[config.mk]
export PLATFORM = sky130hd
export DESIGN_NAME = stack_with_delete_by_value_core
export DESIGN_NICKNAME = d
export VERILOG_FILES = /design/src/rtl/swdv_pkg.sv /design/src/rtl/swdv_cell.sv /design/src/rtl/stack_with_delete_by_value_core.sv
export SDC_FILE = /design/constraint.sdc
export NUM_CORES = 2
export LEC_CHECK = 0
export BUFFER_PORTS_ARGS = -buffer_cell sky130_fd_sc_hd__buf_4
export CORE_MARGIN = 5
export CORE_UTILIZATION = 40
export DETAILED_ROUTE_END_ITERATION = 8
export PLACE_DENSITY = 0.62
export SLEW_MARGIN = 10
export SYNTH_ARGS = -nofsm -noshare
export SYNTH_HDL_FRONTEND = slang
export SYNTH_SLANG_ARGS = --single-unit
[constraint.sdc]
create_clock -name clk -period 7 [get_ports clk]
set_input_delay 0.35 -clock clk [delete_from_list [all_inputs] [get_ports clk]]
set_output_delay 0.35 -clock clk [all_outputs]
set_load 0.05 [all_outputs]
[src/rtl/swdv_pkg.sv]
package swdv_pkg;

	localparam int VAL_W = 32;
	localparam int CAP_W = 5;
	localparam int CNT_OUT_W = 5;
	localparam int STATUS_W = 2;
	localparam int FULL_W = 2;
	localparam int M_DATA_W = 16;

	localparam logic [CAP_W-1:0] CAP_RESET = 5'd16;

	localparam logic OP_PUSH = 1'b0;
	localparam logic OP_REMOVE = 1'b1;

	typedef enum logic [STATUS_W-1:0] {
		ST_DONE      = 2'd0,
		ST_NOT_FOUND = 2'd1,
		ST_EMPTY     = 2'd2,
		ST_FULL      = 2'd3
	} status_t;

	typedef enum logic [FULL_W-1:0] {
		FL_ROOM  = 2'd0,
		FL_FULL  = 2'd1,
		FL_EMPTY = 2'd2
	} fullness_t;

	// Per-cycle command broadcast to every cell of the chain
	typedef struct packed {
		logic             push;
		logic             remove;
		logic [VAL_W-1:0] value;
	} swdv_ctl_t;

endpackage

[src/rtl/swdv_cell.sv]
module swdv_cell #(
	parameter int IDX = 0,
	parameter int CW = 5
) (
	input  logic                    clk,
	input  swdv_pkg::swdv_ctl_t     ctl,
	input  logic [CW-1:0]           count,
	input  logic [swdv_pkg::VAL_W-1:0] above_data,
	input  logic                    hit_in,
	output logic                    hit_out,
	output logic [swdv_pkg::VAL_W-1:0] data
);
	import swdv_pkg::*;

	localparam logic [CW-1:0] IDX_C = CW'(IDX);

	logic [VAL_W-1:0] entry_q;
	logic             live;
	logic             match;
	logic             push_here;
	logic             shift;

	assign live      = IDX_C < count;
	assign match     = live && (entry_q == ctl.value);
	assign hit_out   = hit_in | match;
	assign push_here = ctl.push && (count == IDX_C);
	// advance from the neighbor above when no hit lies above this cell
	assign shift     = ctl.remove && !hit_in;
	assign data      = entry_q;

	always_ff @(posedge clk) begin
		if (push_here) begin
			entry_q <= ctl.value;
		end else if (shift) begin
			entry_q <= above_data;
		end
	end

endmodule

[src/rtl/stack_with_delete_by_value_core.sv]
// Bounded LIFO stack of signed 32-bit words with delete by value.
// Input stream (s_axis_*): tuser selects the operation (0 push, 1 remove),
// tdata carries the value to push or to search for.
// Output stream (m_axis_*): one transaction per input transaction, carrying
// the status, the fullness after the step and the entry count after the step.
// Configuration: cfg_we writes cfg_wdata into the capacity register; a zero
// capacity acts as 1, a capacity above DEPTH acts as DEPTH.
// The entries live in a chain of DEPTH cells. Each cell compares its word
// with the search value and a hit flag ripples down from the top, so the
// topmost match is found in the same cycle; cells at and above it take the
// word of their upper neighbor to close the gap.
// The result is registered and appears in the cycle after the input transaction.
// Throughput: one transaction per cycle while the output is taken; the
// single output register stalls the input when it holds a result that is
// not taken, and the result then holds until m_axis_tready is high.
// Reset: the stack is empty and capacity is 16; no clearing pass is needed.
module stack_with_delete_by_value_core #(
	parameter int DEPTH = 16
) (
	input  logic        clk,
	input  logic        arst_n,
	input  logic        cfg_we,
	input  logic [swdv_pkg::CAP_W-1:0] cfg_wdata,
	input  logic        s_axis_tvalid,
	output logic        s_axis_tready,
	input  logic [swdv_pkg::VAL_W-1:0] s_axis_tdata,  // value[31:0]
	input  logic        s_axis_tuser,                 // operation[0]
	output logic        m_axis_tvalid,
	input  logic        m_axis_tready,
	// status[1:0], fullness[3:2], entry_count[8:4], zero[15:9]
	output logic [swdv_pkg::M_DATA_W-1:0] m_axis_tdata
);
	import swdv_pkg::*;

	localparam int CW = $clog2(DEPTH + 1);
	localparam int EW = (CW > CAP_W) ? CW : CAP_W;
	localparam logic [EW-1:0] DEPTH_E = EW'(DEPTH);
	localparam logic [EW-1:0] ONE_E = EW'(1);

	logic [CAP_W-1:0]  cap_q;
	logic [CW-1:0]     count_q;
	logic              out_valid_q;
	status_t           out_status_q;
	fullness_t         out_fullness_q;
	logic [CW-1:0]     out_count_q;

	logic              s_fire;
	logic              found;
	logic [EW-1:0]     cap_e;
	logic [EW-1:0]     eff_cap;
	logic [EW-1:0]     count_e;
	logic [EW-1:0]     next_e;
	logic              at_cap;
	status_t           status_d;
	fullness_t         fullness_d;
	logic [CW-1:0]     count_d;
	swdv_ctl_t         ctl;

	logic [DEPTH:0]    hit;
	logic [VAL_W-1:0]  cell_data [DEPTH];

	assign s_fire        = s_axis_tvalid && s_axis_tready;
	assign s_axis_tready = !out_valid_q || m_axis_tready;

	assign cap_e   = EW'(cap_q);
	assign count_e = EW'(count_q);

	always_comb begin
		eff_cap = (cap_e == '0) ? ONE_E : cap_e;
		if (eff_cap > DEPTH_E) begin
			eff_cap = DEPTH_E;
		end
	end

	assign at_cap = count_e >= eff_cap;
	assign found  = hit[0];

	always_comb begin
		status_d = ST_DONE;
		count_d  = count_q;
		if (s_axis_tuser == OP_PUSH) begin
			if (at_cap) begin
				status_d = ST_FULL;
			end else begin
				count_d = count_q + CW'(1);
			end
		end else begin
			if (count_q == '0) begin
				status_d = ST_EMPTY;
			end else if (!found) begin
				status_d = ST_NOT_FOUND;
			end else begin
				count_d = count_q - CW'(1);
			end
		end
	end

	always_comb begin
		next_e = EW'(count_d);
		if (count_d == '0) begin
			fullness_d = FL_EMPTY;
		end else if (next_e >= eff_cap) begin
			fullness_d = FL_FULL;
		end else begin
			fullness_d = FL_ROOM;
		end
	end

	assign ctl.push   = s_fire && (s_axis_tuser == OP_PUSH) && !at_cap;
	assign ctl.remove = s_fire && (s_axis_tuser == OP_REMOVE) && found;
	assign ctl.value  = s_axis_tdata;

	assign hit[DEPTH] = 1'b0;

	for (genvar i = 0; i < DEPTH; i++) begin : g_cell
		logic [VAL_W-1:0] above;
		if (i == DEPTH - 1) begin : g_top
			assign above = cell_data[i];
		end else begin : g_mid
			assign above = cell_data[i+1];
		end
		swdv_cell #(
			.IDX(i),
			.CW (CW)
		) u_cell (
			.clk       (clk),
			.ctl       (ctl),
			.count     (count_q),
			.above_data(above),
			.hit_in    (hit[i+1]),
			.hit_out   (hit[i]),
			.data      (cell_data[i])
		);
	end

	always_ff @(posedge clk or negedge arst_n) begin
		if (!arst_n) begin
			cap_q <= CAP_RESET;
		end else if (cfg_we) begin
			cap_q <= cfg_wdata;
		end
	end

	always_ff @(posedge clk or negedge arst_n) begin
		if (!arst_n) begin
			count_q     <= '0;
			out_valid_q <= 1'b0;
		end else begin
			if (s_fire) begin
				count_q     <= count_d;
				out_valid_q <= 1'b1;
			end else if (m_axis_tready) begin
				out_valid_q <= 1'b0;
			end
		end
	end

	always_ff @(posedge clk) begin
		if (s_fire) begin
			out_status_q   <= status_d;
			out_fullness_q <= fullness_d;
			out_count_q    <= count_d;
		end
	end

	assign m_axis_tvalid = out_valid_q;
	assign m_axis_tdata  = {{(M_DATA_W - STATUS_W - FULL_W - CNT_OUT_W){1'b0}},
		CNT_OUT_W'(out_count_q) & {CNT_OUT_W{1'b1}},
		out_fullness_q, out_status_q};

	a_count_bound: assert property (@(posedge clk) disable iff (!arst_n)
		count_q <= CW'(DEPTH))
		else $error("entry count above depth");

	a_push_grows: assert property (@(posedge clk) disable iff (!arst_n)
		(s_fire && s_axis_tuser == OP_PUSH && status_d == ST_DONE)
		|=> count_q == $past(count_q) + CW'(1))
		else $error("accepted push did not grow the stack");

	a_remove_shrinks: assert property (@(posedge clk) disable iff (!arst_n)
		(s_fire && s_axis_tuser == OP_REMOVE && status_d == ST_DONE)
		|=> count_q == $past(count_q) - CW'(1))
		else $error("accepted remove did not shrink the stack");

	a_drop_full: assert property (@(posedge clk) disable iff (!arst_n)
		(out_valid_q && out_status_q == ST_FULL) |-> out_fullness_q == FL_FULL)
		else $error("dropped push not reported full");

	a_empty_remove: assert property (@(posedge clk) disable iff (!arst_n)
		(out_valid_q && out_status_q == ST_EMPTY) |-> out_fullness_q == FL_EMPTY)
		else $error("remove on empty not reported empty");

endmodule
==> impl_metrics.env <==
export IMPL_area_growth_pct=10.3
export IMPL_vias=19547
export IMPL_final_cell_mix="edfxtp_1 (521), mux2_2 (487), xor2_1 (312), xnor2_1 (206), nor4_1 (140)"
export IMPL_grt_first_pass_wirelength_um=136000
export IMPL_path_max_fanout=24
export IMPL_p_leak_nw=10.9
export IMPL_outcome="finished clean"
export IMPL_diodes=0
export IMPL_clkLatencyLatePin_ns=0.63
export IMPL_synth_cell_types=60
export IMPL_nets=2350
export IMPL_reg2reg_slack_ns=1.92
export IMPL_r2r_worst_path_cells=11
export IMPL_skew_ns=0.0284
export IMPL_cts_tree="done"
export IMPL_wirelength_um=93700
export IMPL_synth_edf_count=521
export IMPL_worstPathArrival_ns=5.39
export IMPL_numCtsBuffers=58
export IMPL_async_reset_ff_frac=0.0207
export IMPL_synth_area_leader_cell="edfxtp_1"
export IMPL_post_place_ws_ns=1.78
export IMPL_ir_worst_vdd_uv=168
export IMPL_cts_root_buffer="clkbuf_16"
export IMPL_hold_viol=0
export IMPL_hold_path_class="in2reg"
export IMPL_overflow=0
export IMPL_finalSetupViolations=0
export IMPL_fill_cells=6825
export IMPL_cap_violations=0
export IMPL_cp_end_kind="register"
export IMPL_multi_input_area_sq_um=13600
export IMPL_synth_seq_cells=532
export IMPL_detail_route_iter0_violations=2048
export IMPL_core_area_sq_um=75600
export IMPL_required_ns=7.31
export IMPL_ios=61
export IMPL_die_height_um=285
export IMPL_post_route_period_util=0.726
export IMPL_viasPerCell=5.89
export IMPL_fmax_mhz=197
export IMPL_power_density_nw_per_um2=239
export IMPL_drive_above_1_share=0.292
export IMPL_synth_area_sq_um=30300
export IMPL_die_w_um=285
export IMPL_dieArea_sq_um=81300
export IMPL_setup_tns_ns=0
export IMPL_rows=101
export IMPL_htree_levels=2
export IMPL_crit_path_start_kind="register"
export IMPL_place_gp_congestion=1.01
export IMPL_first_pass_iters=6
export IMPL_synth_area_top_cells="edfxtp_1 (52%), mux2_2 (18%), xor2_1 (9.0%)"
export IMPL_worstMarginPinSlew_ns=1.13
export IMPL_setup_worst_path_start="count_e[4]"
export IMPL_synth_top_area_frac=0.516
export IMPL_layout_commonest_cell="edfxtp_1"
export IMPL_r2r_end="g_cell[1].u_cell.data[14]"
export IMPL_numPortBuffers=53
export IMPL_cts_buffer_depth=3
export IMPL_grt_max_degree=34
export IMPL_yosysWarnings=0
export IMPL_cp_endpoint="g_cell[1].u_cell.data[14]"
export IMPL_syn_inst=2320
export IMPL_wl_per_cell_um=28.2
export IMPL_rsz0062_at_grt="false"
export IMPL_setup_slack_ns=1.92
export IMPL_rr_startpoint="count_e[4]"
export IMPL_period_minus_slack_ns=5.08
export IMPL_synth_ff_type="edfxtp_1"
export IMPL_hpwl_um=64400
export IMPL_start_util=0.401
export IMPL_slew_viol_final=0
export IMPL_regArea_sq_um=15900
export IMPL_grt_pass1_vias=19751
export IMPL_synth_seq_area_share=0.526
export IMPL_antenna_found_initial=2
export IMPL_drtAntennaViolNets=0
export IMPL_relSlewSlack=0.248
export IMPL_cts_resized_gates=0
export IMPL_post_route_drc_count=0
export IMPL_track_usage=0.222
export IMPL_critical_path_class="reg2reg"
export IMPL_synth_avg_cell_area_sq_um=13.1
export IMPL_path_clk_slew_ns=0.06
export IMPL_clock_sinks=532
through the flow:
step                power (mW)  utilization  cells  cell area (sq um)  hold slack (ns)
floorplan                 4.56            -   2326              30300           0.0544
CTS                       8.01        0.442   3317              33400          0.00489
finish                    7.99        0.442   3317              33400           0.0352
global route              8.23        0.442   3317              33400           0.0316
global placement          4.96        0.417   3202              31500            0.191
detailed placement        4.97        0.417   3202              31500            0.193
cell type report:
type,count,area share
Clock buffer,69,0.0453
Sequential cell,532,0.476
Clock inverter,38,0.00989
Inverter,12,0.00135
Timing Repair Buffer,104,0.0240
Multi-Input combinational cell,1584,0.406
Tap cell,978,0.0366
per-layer routing:
layer  share of wire  GRT usage  vias to the layer above
met5         0.00016          0                        -
met4           0.037     0.0739                        2
met3           0.070     0.0341                      196
met2            0.48      0.371                      844
met1            0.41      0.298                     9925
li1                -          -                     8580
registers in the layout, summed over array words and instances (netlist names):
signal,count
cap_e,5
count_e,5
g_cell.u_cell.data,512
m_axis_tvalid,1
out_count_q,5
out_fullness_q,2
out_status_q,2
critical path: stages, from the launching register on:
cell and delay (ns):
dfrtp_1 0.68, nor2_1 0.80, a2111oi_0 0.23, nand2_1 0.10, or3_1 0.14, nand3_1 0.19
nor4_1 0.73, nand4_1 0.23, nand2b_1 0.24, nand3b_1 0.22, nand2_1 0.85, buf_4 0.35
cell families after synthesis:
| group | Yosys count | synth area share |
|---|---|---|
| xor+xnor | 519 | 0.150 |
| buf+inv | 210 | 0.0285 |
| fa+ha+maj | 15 | 0.00619 |
| simple gates | 509 | 0.0979 |
| other cells | 1 | 0.000124 |
| flops | 532 | 0.526 |
| mux | 488 | 0.181 |
| compound gates | 46 | 0.0102 |
cells in the mapped netlist (13+ instances only):
| library cell | number |
|---|---|
| edfxtp_1 | 521 |
| mux2_2 | 487 |
| xor2_1 | 312 |
| xnor2_1 | 206 |
| clkbuf_1 | 147 |
| nor4_1 | 140 |
| nand4_1 | 88 |
| nand2_1 | 70 |
| nand3_1 | 37 |
| nor2_1 | 36 |
| nor3_1 | 33 |
| buf_2 | 32 |
| or4_1 | 19 |
| ha_1 | 15 |
| nand2b_1 | 14 |
| o21ai_0 | 13 |
power by group:
part | switching (mW) | internal (mW) | total, mW
combinational | 0.783 | 0.412 | 1.20
clock | 1.31 | 1.75 | 3.06
sequential | 0.133 | 3.60 | 3.73
timing repair:
action,CTS,global route
hold buffers,8,0
hold endpoints to repair,17,0
buffers inserted,0,0
how the worst min path moves through the flow:
stage	from	endpoint	slack, ns	cells past startpoint
after floorplan	arst_n	cap_e[0]	0.05	0
after global placement	arst_n	m_axis_tvalid	0.19	1
after detailed placement	arst_n	m_axis_tvalid	0.19	1
after CTS	m_axis_tready	m_axis_tvalid	0.005	3
after global routing	m_axis_tready	m_axis_tvalid	0.03	3
final	m_axis_tready	m_axis_tvalid	0.04	3
(Power assumes the default switching activity.)
